**config.mk**
```make
export PLATFORM = sky130hd
export DESIGN_NAME = depth_pixel_backprojection_unit
export DESIGN_NICKNAME = d
export VERILOG_FILES = /design/src/dpb_pkg.sv /design/src/dpb_cfg_regs.sv /design/src/dpb_divider.sv /design/src/dpb_datapath.sv /design/src/dpb_ctrl.sv /design/src/depth_pixel_backprojection_unit.sv
export VERILOG_INCLUDE_DIRS = /design/src /design/src/src
export SDC_FILE = /design/constraint.sdc
export NUM_CORES = 1
export LEC_CHECK = 0
export ABC_AREA = 1
export BUFFER_PORTS_ARGS = -buffer_cell sky130_fd_sc_hd__buf_2
export CORE_UTILIZATION = 50
export DETAILED_ROUTE_END_ITERATION = 7
export MAX_ROUTING_LAYER = met4
export PLACE_DENSITY = 0.67
export SLEW_MARGIN = 20
export SYNTH_ARGS = -nofsm -noshare
export SYNTH_HDL_FRONTEND = slang
export SYNTH_SLANG_ARGS = --single-unit
```
**constraint.sdc**
```tcl
create_clock -name clk -period 12.12 [get_ports clk]
set_input_delay 2.424 -clock clk [delete_from_list [all_inputs] [get_ports clk]]
set_output_delay 2.424 -clock clk [all_outputs]
set_load 0.02 [all_outputs]
```
**src/depth_pixel_backprojection_unit_macros.svh**
```systemverilog
// Assertion macros shared by the back-projection unit RTL.
`ifndef DEPTH_PIXEL_BACKPROJECTION_UNIT_MACROS_SVH
`define DEPTH_PIXEL_BACKPROJECTION_UNIT_MACROS_SVH

// Same-cycle implication, clocked on clk, off during reset.
`define DPB_ASSERT_SAME(label, ante, cons, msg) \
    label: assert property (@(posedge clk) disable iff (!rst_n) (ante) |-> (cons)) \
        else $error(msg);

// Next-cycle implication, clocked on clk, off during reset.
`define DPB_ASSERT_NEXT(label, ante, cons, msg) \
    label: assert property (@(posedge clk) disable iff (!rst_n) (ante) |=> (cons)) \
        else $error(msg);

`endif

```
**src/dpb_pkg.sv**
```systemverilog
// Shared types and constants of the depth pixel back-projection unit.
package dpb_pkg;

    localparam int CNT_W           = 12;
    localparam int COUNTER_LIMIT   = 4096;
    localparam int SIZE_W          = 13;
    localparam int PIX_W           = 16;
    localparam int COLOR_W         = 8;
    localparam int DEC_W           = 5;
    localparam int DEC_MAX         = 16;
    localparam int COORD_W         = 32;
    localparam int PROD_W          = 32;
    localparam int MOD_STEPS       = CNT_W;
    localparam int PROJ_STEPS      = PROD_W;
    localparam int STEP_W          = $clog2(PROJ_STEPS + 1);
    localparam int CFG_IDX_W       = 3;
    localparam int CFG_DATA_W      = 16;
    localparam int MAX_COLUMNS_DEF = 4096;
    localparam int MAX_ROWS_DEF    = 4096;

    localparam logic [SIZE_W-1:0] IMAGE_WIDTH_RST  = SIZE_W'(640);
    localparam logic [SIZE_W-1:0] IMAGE_HEIGHT_RST = SIZE_W'(480);
    localparam logic [PIX_W-1:0]  CENTER_X_RST     = PIX_W'(5120);
    localparam logic [PIX_W-1:0]  CENTER_Y_RST     = PIX_W'(3840);
    localparam logic [PIX_W-1:0]  FOCAL_X_RST      = PIX_W'(8192);
    localparam logic [PIX_W-1:0]  FOCAL_Y_RST      = PIX_W'(8192);
    localparam logic [PIX_W-1:0]  MAX_RANGE_RST    = PIX_W'(4000);
    localparam logic [DEC_W-1:0]  DECIMATION_RST   = DEC_W'(4);

    typedef enum logic [CFG_IDX_W-1:0] {
        CFG_IMAGE_WIDTH  = 3'd0,
        CFG_IMAGE_HEIGHT = 3'd1,
        CFG_CENTER_X     = 3'd2,
        CFG_CENTER_Y     = 3'd3,
        CFG_FOCAL_X      = 3'd4,
        CFG_FOCAL_Y      = 3'd5,
        CFG_MAX_RANGE    = 3'd6,
        CFG_DECIMATION   = 3'd7
    } cfg_idx_t;

    typedef enum logic [1:0] {
        DIV_COL_MOD,
        DIV_ROW_MOD,
        DIV_PROJ
    } div_sel_t;

    typedef enum logic {
        AXIS_X,
        AXIS_Y
    } axis_t;

    typedef struct packed {
        logic [SIZE_W-1:0] image_width;
        logic [SIZE_W-1:0] image_height;
        logic [PIX_W-1:0]  center_x;
        logic [PIX_W-1:0]  center_y;
        logic [PIX_W-1:0]  focal_x;
        logic [PIX_W-1:0]  focal_y;
        logic [PIX_W-1:0]  max_range;
        logic [DEC_W-1:0]  decimation;
    } cfg_t;

    typedef struct packed {
        logic     capture;
        logic     div_start;
        div_sel_t div_sel;
        axis_t    axis;
        logic     mul_load;
        logic     store_x;
        logic     store_y;
        logic     out_load;
    } cmd_t;

    typedef struct packed {
        logic pre_keep;
        logic div_done;
        logic rem_zero;
        logic out_free;
    } status_t;

endpackage

```
**src/dpb_cfg_regs.sv**
```systemverilog
// Configuration register file of the back-projection unit.
module dpb_cfg_regs (
    input  logic                          clk,
    input  logic                          rst_n,
    input  logic                          cfg_write_en,
    input  dpb_pkg::cfg_idx_t             cfg_index,
    input  logic [dpb_pkg::CFG_DATA_W-1:0] cfg_data,
    output dpb_pkg::cfg_t                 cfg
);
    import dpb_pkg::*;

    cfg_t cfg_reg;
    cfg_t cfg_next;

    always_comb
    begin
        cfg_next = cfg_reg;
        if (cfg_write_en)
        begin
            case (cfg_index)
                CFG_IMAGE_WIDTH:  cfg_next.image_width  = cfg_data[SIZE_W-1:0];
                CFG_IMAGE_HEIGHT: cfg_next.image_height = cfg_data[SIZE_W-1:0];
                CFG_CENTER_X:     cfg_next.center_x     = cfg_data[PIX_W-1:0];
                CFG_CENTER_Y:     cfg_next.center_y     = cfg_data[PIX_W-1:0];
                CFG_FOCAL_X:      cfg_next.focal_x      = cfg_data[PIX_W-1:0];
                CFG_FOCAL_Y:      cfg_next.focal_y      = cfg_data[PIX_W-1:0];
                CFG_MAX_RANGE:    cfg_next.max_range    = cfg_data[PIX_W-1:0];
                CFG_DECIMATION:   cfg_next.decimation   = cfg_data[DEC_W-1:0];
                default:          cfg_next = cfg_reg;
            endcase
        end
    end

    always_ff @(posedge clk or negedge rst_n)
    begin
        if (!rst_n)
        begin
            cfg_reg.image_width  <= IMAGE_WIDTH_RST;
            cfg_reg.image_height <= IMAGE_HEIGHT_RST;
            cfg_reg.center_x     <= CENTER_X_RST;
            cfg_reg.center_y     <= CENTER_Y_RST;
            cfg_reg.focal_x      <= FOCAL_X_RST;
            cfg_reg.focal_y      <= FOCAL_Y_RST;
            cfg_reg.max_range    <= MAX_RANGE_RST;
            cfg_reg.decimation   <= DECIMATION_RST;
        end
        else
        begin
            cfg_reg <= cfg_next;
        end
    end

    assign cfg = cfg_reg;

endmodule

```
**src/dpb_divider.sv**
```systemverilog
// Radix-2 restoring divider, one quotient bit per cycle, left-aligned dividend.
`include "depth_pixel_backprojection_unit_macros.svh"

module dpb_divider (
    input  logic                        clk,
    input  logic                        rst_n,
    input  logic                        start,
    input  logic [dpb_pkg::PROD_W-1:0]  numerator,
    input  logic [dpb_pkg::PIX_W-1:0]   divisor,
    input  logic [dpb_pkg::STEP_W-1:0]  steps,
    output logic                        done,
    output logic [dpb_pkg::PROD_W-1:0]  quotient,
    output logic [dpb_pkg::PIX_W-1:0]   remainder
);
    import dpb_pkg::*;

    logic [PROD_W-1:0] num_reg;
    logic [PROD_W-1:0] quo_reg;
    logic [PIX_W-1:0]  rem_reg;
    logic [PIX_W-1:0]  div_reg;
    logic [STEP_W-1:0] cnt_reg;
    logic              busy_reg;
    logic              done_reg;

    logic [PIX_W:0]    trial;
    logic              fits;
    logic [PIX_W:0]    diff;
    logic [PIX_W-1:0]  rem_next;

    always_comb
    begin
        trial    = {rem_reg, num_reg[PROD_W-1]};
        fits     = trial >= {1'b0, div_reg};
        diff     = trial - {1'b0, div_reg};
        rem_next = fits ? diff[PIX_W-1:0] : trial[PIX_W-1:0];
    end

    always_ff @(posedge clk or negedge rst_n)
    begin
        if (!rst_n)
        begin
            busy_reg <= 1'b0;
            done_reg <= 1'b0;
            cnt_reg  <= '0;
        end
        else
        begin
            done_reg <= 1'b0;
            if (start)
            begin
                busy_reg <= 1'b1;
                cnt_reg  <= steps;
            end
            else if (busy_reg)
            begin
                cnt_reg <= cnt_reg - STEP_W'(1);
                if (cnt_reg == STEP_W'(1))
                begin
                    busy_reg <= 1'b0;
                    done_reg <= 1'b1;
                end
            end
        end
    end

    always_ff @(posedge clk)
    begin
        if (start)
        begin
            num_reg <= numerator;
            div_reg <= divisor;
            rem_reg <= '0;
            quo_reg <= '0;
        end
        else if (busy_reg)
        begin
            num_reg <= {num_reg[PROD_W-2:0], 1'b0};
            rem_reg <= rem_next;
            quo_reg <= {quo_reg[PROD_W-2:0], fits};
        end
    end

    assign done      = done_reg;
    assign quotient  = quo_reg;
    assign remainder = rem_reg;

    `DPB_ASSERT_SAME(a_div_no_restart, start, !busy_reg, "divider started while busy")
    `DPB_ASSERT_SAME(a_div_done_idle, done_reg, !busy_reg, "divider done while still busy")

endmodule

```
**src/dpb_datapath.sv**
```systemverilog
// Datapath: pixel counters, item registers, multiplier, divider and result beat.
module dpb_datapath #(
    parameter int MAX_COLUMNS = dpb_pkg::MAX_COLUMNS_DEF,
    parameter int MAX_ROWS    = dpb_pkg::MAX_ROWS_DEF
) (
    input  logic                          clk,
    input  logic                          rst_n,
    input  dpb_pkg::cmd_t                 cmd,
    output dpb_pkg::status_t              status,
    input  dpb_pkg::cfg_t                 cfg,
    input  logic                          frame_start,
    input  logic [dpb_pkg::PIX_W-1:0]     depth_mm,
    input  logic [dpb_pkg::COLOR_W-1:0]   red,
    input  logic [dpb_pkg::COLOR_W-1:0]   green,
    input  logic [dpb_pkg::COLOR_W-1:0]   blue,
    input  logic [dpb_pkg::COLOR_W-1:0]   class_label,
    output logic                          out_valid,
    input  logic                          out_stall,
    output logic [dpb_pkg::PIX_W-1:0]     forward_mm,
    output logic signed [dpb_pkg::COORD_W-1:0] left_mm,
    output logic signed [dpb_pkg::COORD_W-1:0] up_mm,
    output logic [dpb_pkg::COLOR_W-1:0]   point_red,
    output logic [dpb_pkg::COLOR_W-1:0]   point_green,
    output logic [dpb_pkg::COLOR_W-1:0]   point_blue,
    output logic [dpb_pkg::COLOR_W-1:0]   point_label
);
    import dpb_pkg::*;

    localparam int COL_TOP = MAX_COLUMNS < COUNTER_LIMIT ? MAX_COLUMNS : COUNTER_LIMIT;
    localparam int ROW_TOP = MAX_ROWS < COUNTER_LIMIT ? MAX_ROWS : COUNTER_LIMIT;
    localparam logic [SIZE_W-1:0] COL_TOP_W = SIZE_W'(COL_TOP);
    localparam logic [SIZE_W-1:0] ROW_TOP_W = SIZE_W'(ROW_TOP);
    localparam logic [CNT_W-1:0]  ROW_LAST  = CNT_W'(COUNTER_LIMIT - 1);
    localparam logic [COORD_W-1:0] INT_MIN_W = {1'b1, {(COORD_W-1){1'b0}}};
    localparam logic [COORD_W-1:0] INT_MAX_W = {1'b0, {(COORD_W-1){1'b1}}};

    // effective configuration
    logic [SIZE_W-1:0] w_eff;
    logic [SIZE_W-1:0] h_eff;
    logic [DEC_W-1:0]  d_eff;
    logic [PIX_W-1:0]  fx_eff;
    logic [PIX_W-1:0]  fy_eff;

    always_comb
    begin
        if (cfg.image_width == '0)
            w_eff = SIZE_W'(1);
        else if (cfg.image_width > COL_TOP_W)
            w_eff = COL_TOP_W;
        else
            w_eff = cfg.image_width;

        if (cfg.image_height == '0)
            h_eff = SIZE_W'(1);
        else if (cfg.image_height > ROW_TOP_W)
            h_eff = ROW_TOP_W;
        else
            h_eff = cfg.image_height;

        if (cfg.decimation == '0)
            d_eff = DEC_W'(1);
        else if (cfg.decimation > DEC_W'(DEC_MAX))
            d_eff = DEC_W'(DEC_MAX);
        else
            d_eff = cfg.decimation;

        fx_eff = (cfg.focal_x == '0) ? PIX_W'(1) : cfg.focal_x;
        fy_eff = (cfg.focal_y == '0) ? PIX_W'(1) : cfg.focal_y;
    end

    // raster counters
    logic [CNT_W-1:0]  col_cnt_reg;
    logic [CNT_W-1:0]  row_cnt_reg;
    logic [CNT_W-1:0]  col_cnt_next;
    logic [CNT_W-1:0]  row_cnt_next;
    logic [CNT_W-1:0]  col_cur;
    logic [CNT_W-1:0]  row_cur;
    logic [SIZE_W-1:0] col_inc;

    always_comb
    begin
        col_cur = frame_start ? '0 : col_cnt_reg;
        row_cur = frame_start ? '0 : row_cnt_reg;
        col_inc = SIZE_W'(col_cur) + SIZE_W'(1);
        if (col_inc < w_eff)
        begin
            col_cnt_next = col_inc[CNT_W-1:0];
            row_cnt_next = row_cur;
        end
        else
        begin
            col_cnt_next = '0;
            row_cnt_next = (row_cur != ROW_LAST) ? row_cur + CNT_W'(1) : row_cur;
        end
    end

    always_ff @(posedge clk or negedge rst_n)
    begin
        if (!rst_n)
        begin
            col_cnt_reg <= '0;
            row_cnt_reg <= '0;
        end
        else if (cmd.capture)
        begin
            col_cnt_reg <= col_cnt_next;
            row_cnt_reg <= row_cnt_next;
        end
    end

    // item registers
    logic [CNT_W-1:0]   col_item_reg;
    logic [CNT_W-1:0]   row_item_reg;
    logic [PIX_W-1:0]   depth_reg;
    logic [COLOR_W-1:0] red_reg;
    logic [COLOR_W-1:0] green_reg;
    logic [COLOR_W-1:0] blue_reg;
    logic [COLOR_W-1:0] label_reg;

    always_ff @(posedge clk)
    begin
        if (cmd.capture)
        begin
            col_item_reg <= col_cur;
            row_item_reg <= row_cur;
            depth_reg    <= depth_mm;
            red_reg      <= red;
            green_reg    <= green;
            blue_reg     <= blue;
            label_reg    <= class_label;
        end
    end

    // depth and grid bounds; col + d <= w stands for col/d < w/d on the grid
    logic [SIZE_W-1:0] col_end;
    logic [SIZE_W-1:0] row_end;

    always_comb
    begin
        col_end = SIZE_W'(col_item_reg) + SIZE_W'(d_eff);
        row_end = SIZE_W'(row_item_reg) + SIZE_W'(d_eff);
    end

    // product |16*pos - center| * depth, sign kept aside
    logic [CNT_W-1:0]  mul_pos;
    logic [PIX_W-1:0]  mul_center;
    logic [PIX_W:0]    mul_diff;
    logic [PIX_W-1:0]  mul_mag;
    logic [PROD_W-1:0] prod_reg;
    logic              prod_neg_reg;

    always_comb
    begin
        mul_pos    = (cmd.axis == AXIS_X) ? col_item_reg : row_item_reg;
        mul_center = (cmd.axis == AXIS_X) ? cfg.center_x : cfg.center_y;
        mul_diff   = {1'b0, mul_pos, 4'b0000} - {1'b0, mul_center};
        mul_mag    = mul_diff[PIX_W] ? PIX_W'(-mul_diff) : mul_diff[PIX_W-1:0];
    end

    always_ff @(posedge clk)
    begin
        if (cmd.mul_load)
        begin
            prod_reg     <= PROD_W'(mul_mag) * PROD_W'(depth_reg);
            prod_neg_reg <= mul_diff[PIX_W];
        end
    end

    // shared divider
    logic [PROD_W-1:0] div_num;
    logic [PIX_W-1:0]  div_den;
    logic [STEP_W-1:0] div_steps;
    logic              div_done;
    logic [PROD_W-1:0] div_quo;
    logic [PIX_W-1:0]  div_rem;

    always_comb
    begin
        case (cmd.div_sel)
            DIV_COL_MOD:
            begin
                div_num   = {col_item_reg, {(PROD_W-CNT_W){1'b0}}};
                div_den   = PIX_W'(d_eff);
                div_steps = STEP_W'(MOD_STEPS);
            end
            DIV_ROW_MOD:
            begin
                div_num   = {row_item_reg, {(PROD_W-CNT_W){1'b0}}};
                div_den   = PIX_W'(d_eff);
                div_steps = STEP_W'(MOD_STEPS);
            end
            DIV_PROJ:
            begin
                div_num   = prod_reg;
                div_den   = (cmd.axis == AXIS_X) ? fx_eff : fy_eff;
                div_steps = STEP_W'(PROJ_STEPS);
            end
            default:
            begin
                div_num   = prod_reg;
                div_den   = fx_eff;
                div_steps = STEP_W'(PROJ_STEPS);
            end
        endcase
    end

    dpb_divider u_divider (
        .clk       (clk),
        .rst_n     (rst_n),
        .start     (cmd.div_start),
        .numerator (div_num),
        .divisor   (div_den),
        .steps     (div_steps),
        .done      (div_done),
        .quotient  (div_quo),
        .remainder (div_rem)
    );

    // give the quotient magnitude the sign opposite to the difference, saturated to signed 32 bits
    function automatic logic [COORD_W-1:0] negate_sat(input logic [PROD_W-1:0] q,
                                                      input logic diff_neg);
        logic [COORD_W-1:0] r;
        begin
            if (!diff_neg)
                r = (q > INT_MIN_W) ? INT_MIN_W : COORD_W'(~q + PROD_W'(1));
            else
                r = (q > INT_MAX_W) ? INT_MAX_W : COORD_W'(q);
            return r;
        end
    endfunction

    logic [COORD_W-1:0] left_reg;
    logic [COORD_W-1:0] up_reg;

    always_ff @(posedge clk)
    begin
        if (cmd.store_x)
            left_reg <= negate_sat(div_quo, prod_neg_reg);
        if (cmd.store_y)
            up_reg <= negate_sat(div_quo, prod_neg_reg);
    end

    // result beat register
    logic               out_valid_reg;
    logic [PIX_W-1:0]   out_fwd_reg;
    logic [COORD_W-1:0] out_left_reg;
    logic [COORD_W-1:0] out_up_reg;
    logic [COLOR_W-1:0] out_red_reg;
    logic [COLOR_W-1:0] out_green_reg;
    logic [COLOR_W-1:0] out_blue_reg;
    logic [COLOR_W-1:0] out_label_reg;

    always_ff @(posedge clk or negedge rst_n)
    begin
        if (!rst_n)
            out_valid_reg <= 1'b0;
        else if (cmd.out_load)
            out_valid_reg <= 1'b1;
        else if (!out_stall)
            out_valid_reg <= 1'b0;
    end

    always_ff @(posedge clk)
    begin
        if (cmd.out_load)
        begin
            out_fwd_reg   <= depth_reg;
            out_left_reg  <= left_reg;
            out_up_reg    <= up_reg;
            out_red_reg   <= red_reg;
            out_green_reg <= green_reg;
            out_blue_reg  <= blue_reg;
            out_label_reg <= label_reg;
        end
    end

    assign out_valid   = out_valid_reg;
    assign forward_mm  = out_fwd_reg;
    assign left_mm     = $signed(out_left_reg);
    assign up_mm       = $signed(out_up_reg);
    assign point_red   = out_red_reg;
    assign point_green = out_green_reg;
    assign point_blue  = out_blue_reg;
    assign point_label = out_label_reg;

    always_comb
    begin
        status.pre_keep = (depth_reg != '0) && (depth_reg <= cfg.max_range)
                          && (col_end <= w_eff) && (row_end <= h_eff);
        status.div_done = div_done;
        status.rem_zero = (div_rem == '0);
        status.out_free = !out_valid_reg || !out_stall;
    end

endmodule

```
**src/dpb_ctrl.sv**
```systemverilog
// Sequencer: grid checks, two projections through the shared divider, result beat.
`include "depth_pixel_backprojection_unit_macros.svh"

module dpb_ctrl (
    input  logic               clk,
    input  logic               rst_n,
    input  logic               in_valid,
    output logic               in_stall,
    input  dpb_pkg::status_t   status,
    output dpb_pkg::cmd_t      cmd
);
    import dpb_pkg::*;

    typedef enum logic [3:0] {
        S_IDLE,
        S_CHECK,
        S_MOD_COL,
        S_MOD_ROW,
        S_MUL_X,
        S_DIV_X,
        S_MUL_Y,
        S_DIV_Y,
        S_OUT
    } state_t;

    state_t state_reg;
    state_t state_next;

    always_comb
    begin
        state_next    = state_reg;
        cmd.capture   = 1'b0;
        cmd.div_start = 1'b0;
        cmd.div_sel   = DIV_PROJ;
        cmd.axis      = AXIS_X;
        cmd.mul_load  = 1'b0;
        cmd.store_x   = 1'b0;
        cmd.store_y   = 1'b0;
        cmd.out_load  = 1'b0;
        case (state_reg)
            S_IDLE:
            begin
                if (in_valid)
                begin
                    cmd.capture = 1'b1;
                    state_next  = S_CHECK;
                end
            end
            S_CHECK:
            begin
                if (status.pre_keep)
                begin
                    cmd.div_start = 1'b1;
                    cmd.div_sel   = DIV_COL_MOD;
                    state_next    = S_MOD_COL;
                end
                else
                    state_next = S_IDLE;
            end
            S_MOD_COL:
            begin
                if (status.div_done)
                begin
                    if (status.rem_zero)
                    begin
                        cmd.div_start = 1'b1;
                        cmd.div_sel   = DIV_ROW_MOD;
                        state_next    = S_MOD_ROW;
                    end
                    else
                        state_next = S_IDLE;
                end
            end
            S_MOD_ROW:
            begin
                if (status.div_done)
                begin
                    if (status.rem_zero)
                    begin
                        cmd.mul_load = 1'b1;
                        cmd.axis     = AXIS_X;
                        state_next   = S_MUL_X;
                    end
                    else
                        state_next = S_IDLE;
                end
            end
            S_MUL_X:
            begin
                cmd.div_start = 1'b1;
                cmd.div_sel   = DIV_PROJ;
                cmd.axis      = AXIS_X;
                state_next    = S_DIV_X;
            end
            S_DIV_X:
            begin
                if (status.div_done)
                begin
                    cmd.store_x  = 1'b1;
                    cmd.mul_load = 1'b1;
                    cmd.axis     = AXIS_Y;
                    state_next   = S_MUL_Y;
                end
            end
            S_MUL_Y:
            begin
                cmd.div_start = 1'b1;
                cmd.div_sel   = DIV_PROJ;
                cmd.axis      = AXIS_Y;
                state_next    = S_DIV_Y;
            end
            S_DIV_Y:
            begin
                if (status.div_done)
                begin
                    cmd.store_y = 1'b1;
                    state_next  = S_OUT;
                end
            end
            S_OUT:
            begin
                if (status.out_free)
                begin
                    cmd.out_load = 1'b1;
                    state_next   = S_IDLE;
                end
            end
            default:
            begin
                state_next = S_IDLE;
            end
        endcase
    end

    always_ff @(posedge clk or negedge rst_n)
    begin
        if (!rst_n)
            state_reg <= S_IDLE;
        else
            state_reg <= state_next;
    end

    assign in_stall = (state_reg != S_IDLE);

    `DPB_ASSERT_NEXT(a_busy_after_beat, in_valid && !in_stall, in_stall, "no stall after input beat")
    `DPB_ASSERT_SAME(a_done_in_wait, status.div_done, (state_reg == S_MOD_COL) || (state_reg == S_MOD_ROW) || (state_reg == S_DIV_X) || (state_reg == S_DIV_Y), "divider done outside a wait state")
    `DPB_ASSERT_SAME(a_out_slot_free, cmd.out_load, status.out_free, "result loaded over a held beat")

endmodule

```
**src/depth_pixel_backprojection_unit.sv**
```systemverilog
// Top level of the depth pixel back-projection unit.
//
//  channel | direction | handshake            | payload
//  --------+-----------+----------------------+------------------------------------------
//  in      | sink      | in_valid / in_stall  | frame_start depth_mm red green blue label
//  out     | source    | out_valid/ out_stall | forward_mm left_mm up_mm point_* colors
//  cfg     | sink      | cfg_write_en         | cfg_index cfg_data
//
// One pixel at a time. A pixel is dropped on depth or grid bounds, or off the decimation
// grid after its column or row remainder pass; a kept pixel takes two 12-step remainder
// passes and two 32-step quotient passes through the one radix-2 divider.
// A finished point sits in the output register; the next pixel is taken while it waits.
// Reset presets counters, configuration and the sequencer; no clearing pass is needed.
module depth_pixel_backprojection_unit #(
    parameter int MAX_COLUMNS = dpb_pkg::MAX_COLUMNS_DEF,
    parameter int MAX_ROWS    = dpb_pkg::MAX_ROWS_DEF
) (
    input  logic                               clk,
    input  logic                               rst_n,
    input  logic                               in_valid,
    output logic                               in_stall,
    input  logic                               frame_start,
    input  logic [dpb_pkg::PIX_W-1:0]          depth_mm,
    input  logic [dpb_pkg::COLOR_W-1:0]        red,
    input  logic [dpb_pkg::COLOR_W-1:0]        green,
    input  logic [dpb_pkg::COLOR_W-1:0]        blue,
    input  logic [dpb_pkg::COLOR_W-1:0]        class_label,
    output logic                               out_valid,
    input  logic                               out_stall,
    output logic [dpb_pkg::PIX_W-1:0]          forward_mm,
    output logic signed [dpb_pkg::COORD_W-1:0] left_mm,
    output logic signed [dpb_pkg::COORD_W-1:0] up_mm,
    output logic [dpb_pkg::COLOR_W-1:0]        point_red,
    output logic [dpb_pkg::COLOR_W-1:0]        point_green,
    output logic [dpb_pkg::COLOR_W-1:0]        point_blue,
    output logic [dpb_pkg::COLOR_W-1:0]        point_label,
    input  logic                               cfg_write_en,
    input  dpb_pkg::cfg_idx_t                  cfg_index,
    input  logic [dpb_pkg::CFG_DATA_W-1:0]     cfg_data
);
    import dpb_pkg::*;

    cfg_t    cfg;
    cmd_t    cmd;
    status_t status;

    dpb_cfg_regs u_cfg_regs (
        .clk          (clk),
        .rst_n        (rst_n),
        .cfg_write_en (cfg_write_en),
        .cfg_index    (cfg_index),
        .cfg_data     (cfg_data),
        .cfg          (cfg)
    );

    dpb_ctrl u_ctrl (
        .clk      (clk),
        .rst_n    (rst_n),
        .in_valid (in_valid),
        .in_stall (in_stall),
        .status   (status),
        .cmd      (cmd)
    );

    dpb_datapath #(
        .MAX_COLUMNS (MAX_COLUMNS),
        .MAX_ROWS    (MAX_ROWS)
    ) u_datapath (
        .clk         (clk),
        .rst_n       (rst_n),
        .cmd         (cmd),
        .status      (status),
        .cfg         (cfg),
        .frame_start (frame_start),
        .depth_mm    (depth_mm),
        .red         (red),
        .green       (green),
        .blue        (blue),
        .class_label (class_label),
        .out_valid   (out_valid),
        .out_stall   (out_stall),
        .forward_mm  (forward_mm),
        .left_mm     (left_mm),
        .up_mm       (up_mm),
        .point_red   (point_red),
        .point_green (point_green),
        .point_blue  (point_blue),
        .point_label (point_label)
    );

endmodule

```
Yosys cells after proc, flatten, opt, wreduce, memory -nomap -nowiden
Cells that the tools add are included.
W data, S select, Z words.
- register bits: 525
- memories kept: 0
- output and inout bits: 114
- memory bits (read-only): 0
- word-level logic and storage cells: 175
- input port bits: 73
- latch bits: 0
- RAM bits: 0
- bitwise gates (word level): 1
- multiplexer cells: 62
- $mul: 1
- reduce and logical (&&, ||, !) cells: 29
- shifts and indexed selects: 0
- magnitude comparators: 10
- $add $sub $neg: 9
- equal/unequal tests: 26
- divide/modulo/power cells: 0
- operator list (cell ; count):
    $mux W32 ; 5
    $mux W16 ; 6
    $mux W12 ; 6
    $pmux W32 S2 ; 1
    $mux W13 ; 4
    $logic_not A16 Y1 ; 3
    $pmux W4 S9 ; 1
    $add A32 B1 Y32 const B ; 1
    $gt A32 B31 Y1 const B ; 1
    $gt A32 B32 Y1 const B ; 1
    $mul A16 B16 Y32 ; 1
    $not A32 Y32 ; 1
    $pmux W16 S2 ; 1
    $add A12 B5 Y13 ; 2
    $gt A13 B13 Y1 const B ; 2
    $le A13 B13 Y1 ; 2
    $logic_not A13 Y1 ; 2
    $mux W4 ; 6
    $mux W6 ; 3
    $ge A17 B16 Y1 ; 1
    $sub A16 B16 Y17 ; 1
    $eq A4 B3 Y1 const B ; 4
    $le A16 B16 Y1 ; 1
    $mux W1 ; 16
    other kinds (38) ; 66

Depth between registers and ports, before layout
Gate-level depths: netlist of the first run.
- depth in word-level cells: 13
- gate-level depth with buffers: 51

Cells and area by module
A second synthesis of the first run with hierarchy kept.
- cell total of the unflattened synthesis: 3780
- area total of the unflattened synthesis: 34050.2 µm²
- by module, submodules not included (module ; sequential area each (µm²) ; instances ; cells each ; area each (µm²)):
    dpb_datapath ; 9063.7 ; 1 ; 2590 ; 24207.0
    dpb_divider ; 2602.5 ; 1 ; 630 ; 5096.1
    dpb_cfg_regs ; 2803.9 ; 1 ; 497 ; 4352.9
    dpb_ctrl ; 100.1 ; 1 ; 63 ; 394.1

Worst setup path after synthesis of the first run
OpenSTA, ideal clock, no wires.
- kind: register to register
- start: register u_ctrl.state_reg[3]
- end: register u_datapath.prod_reg[22] (data pin)
- library setup time: 0.258 ns
- path slack: 3.460 ns
- stages on the path, launching flop included: 42
- clock period less this slack: 8.660 ns
- buffers on the path: 3
- arrival: 8.402 ns
- path through: dfrtp_1 > inv_1 > nand3_1 > o21ai_4 > clkbuf_1 > buf_1 > mux2i_1 > ha_1 > a21oi_1 > o21ai_0 > a21oi_1 > nand2_1 > nand2_1 > nand3_2 > inv_2 > buf_6 > nand2_1 > nand2_1 > [6 not listed] > inv_1 > fa_1 > inv_1 > fa_1 > inv_1 > fa_1 > inv_1 > fa_1 > inv_1 > ha_1 > nand2_1 > o21ai_0 > inv_1 > o221ai_1 > a21oi_1 > o21ai_0 > a21oi_1 > xnor2_1
- cells in the longest elaborated chain, start to end: 7
- elaborated cells between the ends (all ways): 10
- classes of those cells: add/sub (2); mul (1); eq/ne (3); mux (4)
- RTL lines (item ; RTL line ; source):
    from (decl) ; dpb_ctrl.sv:26 ; state_t state_reg;
    from (signal assigned) ; dpb_ctrl.sv:140 ; state_reg <= state_next;
    $eq A4 B3 Y1 / $eq A4 B2 Y1 (equally long branches) ; dpb_ctrl.sv:40 ; case (state_reg)
    $pmux W1 S3 * ; dpb_ctrl.sv:40 ;
    $mux W16 / $mux W12 (equally long branches) ; dpb_datapath.sv:155, dpb_datapath.sv:154 ;
    $sub A16 B16 Y17 * ; dpb_datapath.sv:156 ; mul_diff = {1'b0, mul_pos, 4'b0000} - {1'b0, mul_center};
    $neg A16 Y16 ; dpb_datapath.sv:157 ; mul_mag = mul_diff[PIX_W] ? PIX_W'(-mul_diff) : mul_diff[PIX_W-1:0];
    $mux W16 * ; dpb_datapath.sv:157 ;
    $mul A16 B16 Y32 * ; dpb_datapath.sv:164 ; prod_reg <= PROD_W'(mul_mag) * PROD_W'(depth_reg);
    to (signal assigned) ; dpb_datapath.sv:164 ;
    to (decl) ; dpb_datapath.sv:149 ; logic [PROD_W-1:0] prod_reg;
Mark *: on every way between the ends. The rest lies on a longest branch, timed or not.
A chain may end at the register's enable or synchronous reset.

Worst setup path in the final report of the first run
Ends and elaborated chain as after synthesis.

==> qor.yml, run 1 <==
synthesis:
  synthArstFlopShare: 0.2819
  synth_top_family_by_area: "adder cells"
  syn-num-nets: 3891
  postSynthCellCount: 3419
  synth-simple-area-share: 0.1660
  yosys_most_used_dff: "edfxtp_1"
  netlist_area_um2: 32690
  synth_xor_area_frac: 0.02599
  yosys.area_share.adder: 0.1980
  muxShareOfSynthArea: 0.003981
  seq_area_frac_synth: 0.4458
  synth_compound_area_frac: 0.08793
  avgSynthCellArea_um2: 9.560
  synth-edff-count: 329
  synth_seq_cells: 525
  yosys_warnings: 0
  ys_types: 57
critical_path:
  cp_slowest_cell: "fa_1"
  worstSetupStartpointType: "flop"
  reg2reg_slack_ns: 2.12
  worstSetupEndpointType: "flop"
  rr_startpoint: "u_ctrl.state_reg[3]$_DFFE_PN0P_"
  reg2regPathDepth: 40
  crit_path_max_fanout: 22
  cpMostUsedCell: "inv_1"
  worst_ep_required_time_ns: 12.49
  reg2reg_to: "u_datapath.prod_reg[22]$_DFFE_PP_"
  cp.buffers_inverters: 11
  cpPeakStageDelay_ns: 0.53
  worstPathArrival_ns: 10.37
  critPathTopFamily: "adder cells"
  crit_type: "flop to flop"
floorplanning:
  core_area_um2: 64460
  start_util: 0.5070
  dieArea_um2: 66400
  die_w_um: 257.7
  io_pins: 187
  rows: 93
  dieHeight_um: 257.7
clocking:
  cts_setup_buffers: 0
  cts_buffers: 57
  clock_sinks: 525
  cts_hold_buffers: 0
  worstSkewPairLatency_ns: 0.66
  clkTransAtPathRegs_ns: 0.07
  root_buffer: "clkbuf_16"
  cts_tree: "built"
  cts_resized: 0
  htreeDepth: 2
  clock_path_buffers: 3
route:
  via_count: 24180
  remaining_drc_errors: 0
  wl_met2_um: 38100
  m1WireLength_um: 34950
  first_iter_violations: 1813
  wl_met3_um: 5754
  viasPerCell: 5.371
  ant_nets: 0
  highest_layer: "met4"
  wirelength_um: 81170
  firstDrtPassIters: 5
  wire_per_inst_um: 18.03
global_route:
  grt-ovfl-total: 0
  antenna_found_initial: 1
  grtUsageTotal: 0.2538
  grt_pass1_wl_um: 128600
  grt_max_degree: 61
  grt_pass1_vias: 23340
finish:
  largest_reg_flops: 111
  final_common_cell: "nand2_1"
  drive_above_1_share: 0.1164
  instances_no_fill: 4501
  final_nets: 4069
  area_delta_synth_final_pct: 11.87
  final_cell_mix: "nand2_1 (691), inv_1 (507), edfxtp_1 (329), o21ai_0 (266), nor2_1 (249)"
hold_path:
  worstHoldStart: "u_datapath.left_reg[4]$_DFFE_PP_"
  hold_depth: 0
  hp-class: "flop to flop"
  min_to: "u_datapath.left_mm[4]$_DFFE_PP_"
timing:
  fmax_mhz: 99.99
  slew_headroom: 0.2664
  rsz0062_at_grt: "no"
  tightest_slew_ns: 1.096
  final-setup-viol-count: 0
  final_hold_viol_count: 0
  setup-tns-final_ns: 0
  min_period_over_period: 0.8252
  finClkSkew_ns: 0.05578
  min_period_ns: 10.00
  slew_viol_final: 0
placed_design:
  hpwl_um: 60740
  numPortBuffers: 186
  place.gp.congestion: 0.9558
  placedCellCount: 4392
run:
  cap_viol_max_count: 0
status:
  outcome: "finished, final reports clean"
-- area by class of cell --
type / count / area (um^2)
Fill cell: 5653 / 27900
Multi-Input combinational cell: 2275 / 15790
Sequential cell: 525 / 14570
Inverter: 523 / 1963
Clock buffer: 66 / 1511
Timing Repair Buffer: 215 / 1175
Tap cell: 855 / 1070
Clock inverter: 40 / 480.5
Antenna cell: 2 / 5.005
-- cells in the mapped netlist (6+ instances only) --
cell | count | area share
a21oi_1 | 137 | 0.021
a21oi_2 | 10 | 0.0027
a22o_1 | 19 | 0.0051
a31oi_1 | 18 | 0.0034
buf_1 | 8 | 0.00092
clkbuf_1 | 81 | 0.0093
clkinv_1 | 6 | 0.00069
dfrtp_1 | 127 | 0.097
dfstp_2 | 21 | 0.017
dfxtp_1 | 48 | 0.029
edfxtp_1 | 329 | 0.30
fa_1 | 197 | 0.12
ha_1 | 202 | 0.077
inv_1 | 508 | 0.058
inv_2 | 9 | 0.0010
mux2i_1 | 13 | 0.0040
nand2_1 | 692 | 0.079
nand2_2 | 24 | 0.0046
nand2_4 | 11 | 0.0038
nand3_1 | 117 | 0.018
nand3_2 | 8 | 0.0025
nand4_1 | 51 | 0.0098
nor2_1 | 251 | 0.029
nor3_1 | 34 | 0.0052
nor4_1 | 29 | 0.0056
o211ai_1 | 9 | 0.0021
o21ai_0 | 267 | 0.041
o22ai_1 | 26 | 0.0050
or2_2 | 6 | 0.0011
xnor2_1 | 26 | 0.0070
xor2_1 | 71 | 0.019
-- per-stage QoR --
| step | utilization | hold WS, ns | instance area, um^2 | setup WS [ns] |
|---|---|---|---|---|
| after global placement | 0.5358 | 0.4006 | 34540 | 2.458 |
| after CTS | 0.5667 | 0.4040 | 36530 | 2.267 |
| after floorplan | - | 0.4003 | 32690 | 3.460 |
| after global routing | 0.5672 | 0.4097 | 36560 | 1.535 |
| after detailed placement | 0.5358 | 0.4045 | 34540 | 2.327 |
| final | 0.5672 | 0.4094 | 36570 | 2.119 |
-- kinds of logic (layout without fill, tap and decap cells) --
kind of cell,after synthesis,after routing
simple gates,1248,1248
flops,525,525
xor+xnor,97,97
compound gates,518,518
fa+ha+maj,399,399
mux,13,13
other cells,0,2
buf+inv,619,844
-- how the worst max path moves through the flow --
stage / start / to / cells past startpoint
final: u_ctrl.state_reg[3]$_DFFE_PN0P_ / u_datapath.prod_reg[22]$_DFFE_PP_ / 40
after detailed placement: u_ctrl.state_reg[3]$_DFFE_PN0P_ / u_datapath.prod_reg[22]$_DFFE_PP_ / 40
after global routing: u_ctrl.state_reg[3]$_DFFE_PN0P_ / u_datapath.prod_reg[20]$_DFFE_PP_ / 41
after CTS: u_ctrl.state_reg[3]$_DFFE_PN0P_ / u_datapath.prod_reg[22]$_DFFE_PP_ / 40
after floorplan: u_ctrl.state_reg[3]$_DFFE_PN0P_ / u_datapath.prod_reg[22]$_DFFE_PP_ / 41
after global placement: u_ctrl.state_reg[3]$_DFFE_PN0P_ / u_datapath.prod_reg[22]$_DFFE_PP_ / 40
-- layer usage --
metal,global-route usage,up-vias
li1,-,11620
met1,0.3394,11630
met2,0.3998,786
met3,0.04034,139
met4,0.07495,0
met5,-,-
Power of run 1 is left out: the tool's default activity adds up to more than one toggle a clock period on the data nets, which glitch-free logic cannot reach.
==> run 2, diff against run 1 <==
clock period = 9.33 ns   (was 12.12 ns; I/O delays follow)
==> run 2 against run 1 <==
- register-to-register slack got worse by 1.5 ns
- clock skew decreased by 0.0074 ns
- global-route usage about the same
- utilization decreased by 0.19 points
- clock-buffer cell count increased by 7
- critical path depth decreased by 4
- setup slack got worse by 1.5 ns
==> qor.yml, run 2 (synthesized netlist as in run 1, its figures left out) <==
clocking:
  cts_resized: 0
  cts_setup_buffers: 0
  htreeDepth: 2
  cts_buffers: 54
  cts_hold_buffers: 0
  clock_path_buffers: 3
  clkTransAtPathRegs_ns: 0.06
  worstSkewPairLatency_ns: 0.64
  cts_tree: "built"
  clock_sinks: 525
  root_buffer: "clkbuf_16"
route:
  first_iter_violations: 1730
  remaining_drc_errors: 0
  firstDrtPassIters: 6
  viasPerCell: 5.331
  ant_nets: 0
  wire_per_inst_um: 17.84
  via_count: 24020
  wirelength_um: 80390
floorplanning:
  dieHeight_um: 257.7
  rows: 93
  core_area_um2: 64460
  io_pins: 187
  dieArea_um2: 66400
  die_w_um: 257.7
  start_util: 0.5070
placed_design:
  hpwl_um: 60010
  place.gp.congestion: 0.9409
  numPortBuffers: 186
finish:
  largest_reg_flops: 111
  drive_above_1_share: 0.1170
  final_common_cell: "nand2_1"
  utilization: 0.5653
  area_delta_synth_final_pct: 11.50
  final_nets: 4076
  final_cell_mix: "nand2_1 (691), inv_1 (506), edfxtp_1 (329), o21ai_0 (263), nor2_1 (249)"
hold_path:
  hp-class: "flop to flop"
status:
  outcome: "finished, final reports clean"
global_route:
  grt_pass1_vias: 23610
  grtUsageTotal: 0.2534
  grt_pass1_wl_um: 128300
  grt-ovfl-total: 0
  grt_max_degree: 78
  antenna_found_initial: 2
timing:
  final-setup-viol-count: 0
  min_period_ns: 8.747
  min_period_over_period: 0.9375
  slew_headroom: 0.2258
  setup-tns-final_ns: 0
  rsz0062_at_grt: "no"
  tightest_slew_ns: 1.157
  fmax_mhz: 114.3
  final_hold_viol_count: 0
  finClkSkew_ns: 0.04836
  slew_viol_final: 0
run:
  cap_viol_max_count: 0
critical_path:
  worstSetupStartpointType: "flop"
  cp_slowest_cell: "fa_1"
  cpPeakStageDelay_ns: 0.55
  worstSetupEndpointType: "flop"
  worst_ep_required_time_ns: 9.70
  worstPathArrival_ns: 9.12
  crit_path_max_fanout: 22
  cpMostUsedCell: "fa_1"
  crit_type: "flop to flop"
-- run 2: cell types whose count changed in the layout (fill, tap and decap cells not counted), moves of 2 or more --
cell,before,now
clkinvlp_2,2,0
buf_4,28,37
o21ai_0,266,263
inv_6,3,0
clkbuf_1,5,12
o21ai_1,3,5
clkinvlp_4,6,4
clkbuf_16,58,56
bufinv_16,7,1
-- run 2: path summary, 6_finish.rpt --
path	end	cells after the start	slack, ns	start
hold / removal	u_datapath.point_green[3]$_DFFE_PP_	0	0.41	u_datapath.green_reg[3]$_DFFE_PP_
setup / recovery	u_datapath.prod_reg[28]$_DFFE_PP_	36	0.58	u_ctrl.state_reg[3]$_DFFE_PN0P_
max in group asynchronous	u_ctrl.state_reg[2]$_DFFE_PN0P_	2	6.63	rst_n
hold reg to reg	u_datapath.point_green[3]$_DFFE_PP_	0	0.41	u_datapath.green_reg[3]$_DFFE_PP_
setup reg to reg	u_datapath.prod_reg[28]$_DFFE_PP_	36	0.58	u_ctrl.state_reg[3]$_DFFE_PN0P_
min in group asynchronous	u_datapath.col_cnt_reg[8]$_DFFE_PN0P_	1	1.26	rst_n
-- run 2: cell type report --
class                      instances  area [um^2]
antenna                            1        2.502
clock buffer                      73         1509
tap                              855         1070
sequential                       525        14570
timing repair buffer             225         1241
fill                            5705        28020
multi-input combinational       2275        15810
clock inverter                    29        266.5
inverter                         523         1969
-- run 2: metal layers --
metal | global-route usage | up-vias | part of all wire
li1 | - | 11650 | -
met1 | 0.3291 | 11490 | 0.43
met2 | 0.4063 | 731 | 0.47
met3 | 0.03740 | 154 | 0.059
met4 | 0.08810 | 0 | 0.034
met5 | - | - | 0
-- run 2: metrics by stage --
| step | cells | setup WS [ns] | instance area [um^2] | hold slack (ns) |
|---|---|---|---|---|
| finish | 4506 | 0.5833 | 36440 | 0.4138 |
| floorplan | 3419 | 0.6697 | 32690 | 0.4003 |
| global route | 4506 | 0.01875 | 36440 | 0.4230 |
| global placement | 4403 | 0.3663 | 34620 | 0.4003 |
| detailed placement | 4403 | 0.2525 | 34620 | 0.4045 |
| CTS | 4505 | 0.2450 | 36390 | 0.4160 |
-- run 2: critical path: cells and delay by family (launching register included) --
| kind | cells | cell delay, ns |
|---|---|---|
| buffers and inverters | 8 | 1.12 |
| XOR/XNOR | 1 | 0.16 |
| AND/OR/NAND/NOR | 12 | 1.86 |
| flip-flops | 1 | 0.42 |
| adder cells (fa/ha/maj) | 8 | 3.72 |
| multiplexers | 1 | 0.22 |
| AO/OA/AOI/OAI | 6 | 0.99 |
Power of run 2 is left out for the same reason.
==> run 3, diff against run 2 <==
PLACE_DENSITY = 0.7   (was 0.67)
clock period = 7.38 ns   (was 9.33 ns; I/O delays follow)
==> run 3 against run 2 <==
- the flow now finishes with violations (negative setup slack)
- largest cell class unchanged
- critical path depth rose by 1
- utilization rose by 5.7 points
- register-to-register slack got worse by 1.2 ns
==> qor.yml, run 3 (synthesized netlist as in run 1, its figures left out) <==
placed_design:
  place.gp.congestion: 0.9597
  hpwl_um: 62920
  preCtsSetupSlack_ns: -0.6178
  numPortBuffers: 186
finish:
  final_common_cell: "nand2_1"
  area_delta_synth_final_pct: 22.76
  largest_reg_flops: 111
  final_cell_mix: "nand2_1 (618), inv_1 (480), edfxtp_1 (329), buf_4 (287), o21ai_0 (250)"
  regArea_um2: 14570
  utilization: 0.6224
  n_fill_cell: 5233
  final_nets: 4357
  multi_input_area_um2: 17110
  drive_above_1_share: 0.2384
clocking:
  worstSkewPairLatency_ns: 0.65
  clock_path_buffers: 3
  htreeDepth: 2
  root_buffer: "clkbuf_16"
  clock_sinks: 525
  cts_buffers: 55
  clkTransAtPathRegs_ns: 0.06
  cts_tree: "built"
timing:
  finClkSkew_ns: 0.05909
  min_period_over_period: 1.081
  tightest_slew_ns: 1.175
  min_period_ns: 7.975
  layout_setup_ws_ns: -0.5947
  final_hold_viol_count: 0
  slew_viol_final: 0
  final-setup-viol-count: 20
  fmax_mhz: 125.4
  rsz0062_at_grt: "yes"
  slew_headroom: 0.2169
global_route:
  grt_max_degree: 79
  grt_pass1_wl_um: 135600
  antenna_found_initial: 1
  grtUsageTotal: 0.2661
  grt-ovfl-total: 0
  grt_pass1_vias: 25350
critical_path:
  cp-startpoint: "u_ctrl.state_reg[3]$_DFFE_PN0P_"
  cp_slowest_cell: "fa_1"
  rr_startpoint: "u_ctrl.state_reg[3]$_DFFE_PN0P_"
  crit_type: "flop to flop"
  crit_path_max_fanout: 7
  reg2regPathDepth: 37
  reg2reg_slack_ns: -0.59
  cpPeakStageDelay_ns: 0.60
  worstSetupEndpointType: "flop"
  reg2reg_to: "u_datapath.prod_reg[25]$_DFFE_PP_"
  worstPathArrival_ns: 8.33
  cpMostUsedCell: "fa_1"
  worstSetupStartpointType: "flop"
  worst_ep_required_time_ns: 7.73
floorplanning:
  rows: 93
  io_pins: 187
  dieArea_um2: 66400
  start_util: 0.5070
  dieHeight_um: 257.7
  die_w_um: 257.7
  core_area_um2: 64460
hold_path:
  worstHoldStart: "u_datapath.left_reg[20]$_DFFE_PP_"
  hold_depth: 0
  hp-class: "flop to flop"
  min_to: "u_datapath.left_mm[20]$_DFFE_PP_"
route:
  wirelength_um: 86350
  firstDrtPassIters: 5
  ant_nets: 0
  viasPerCell: 5.428
  via_count: 25980
  first_iter_violations: 2021
  remaining_drc_errors: 0
  wire_per_inst_um: 18.04
run:
  cap_viol_max_count: 0
status:
  outcome: "finished, violations left"
  violations: "negative setup slack"
[run 3: worst max-delay path, delay by kind of cell, from the launching register on]
family	cells	cell delay [ns]
and+or+nand+nor	9	0.94
adders and majority gates	8	3.55
AOI/OAI and AO/OA	5	0.88
muxes	1	0.28
buffers and inverters	13	1.48
DFF	1	0.43
xor gates and xnor gates	1	0.13
[run 3: what timing repair did]
action,in CTS,in global routing
pin swaps,68,124
gates resized for setup,106,178
hold buffers,0,0
endpoints found under the hold margin,0,0
buffers inserted,34,39
endpoints found under the setup margin,19,24
gates cloned,4,0
[run 3: worst max-delay path by stage]
stage / slack (ns) / to / cells after the start
final: -0.59 / u_datapath.prod_reg[25]$_DFFE_PP_ / 37
after global routing: -0.88 / u_datapath.prod_reg[20]$_DFFE_PP_ / 38
after CTS: -0.42 / u_datapath.prod_reg[29]$_DFFE_PP_ / 43
after detailed placement: -0.62 / u_datapath.prod_reg[26]$_DFFE_PP_ / 37
after global placement: -0.51 / u_datapath.prod_reg[26]$_DFFE_PP_ / 37
after floorplan: -0.28 / u_datapath.prod_reg[20]$_DFFE_PP_ / 38
[run 3: stage by stage]
step / hold WS, ns / area (um^2) / std cells / setup TNS (ns)
detailed placement: 0.4045 / 36500 / 4608 / -8.540
CTS: 0.4175 / 39080 / 4749 / -5.903
global placement: 0.4001 / 36500 / 4608 / -6.651
floorplan: 0.4003 / 33060 / 3419 / -2.241
finish: 0.4168 / 40120 / 4787 / -7.866
global route: 0.4238 / 40120 / 4787 / -13.60
[run 3: layout make-up]
class	count	share of cell area
Sequential cell	525	0.3631
Timing Repair Buffer	503	0.08772
Antenna cell	1	0.00006237
Clock inverter	33	0.009106
Multi-Input combinational cell	2275	0.4263
Timing Repair inverter	2	0.0003742
Tap cell	855	0.02666
Clock buffer	70	0.03670
Inverter	523	0.04993
[run 3: per-layer routing]
layer	vias up	GRT usage	routed length [um]	part of all wire
li1	12190	-	-	-
met1	12590	0.3554	36130	0.42
met2	1028	0.4245	41000	0.47
met3	177	0.03681	6651	0.077
met4	0	0.07758	2567	0.030
met5	-	-	0	0
Power of run 3 is left out for the same reason.
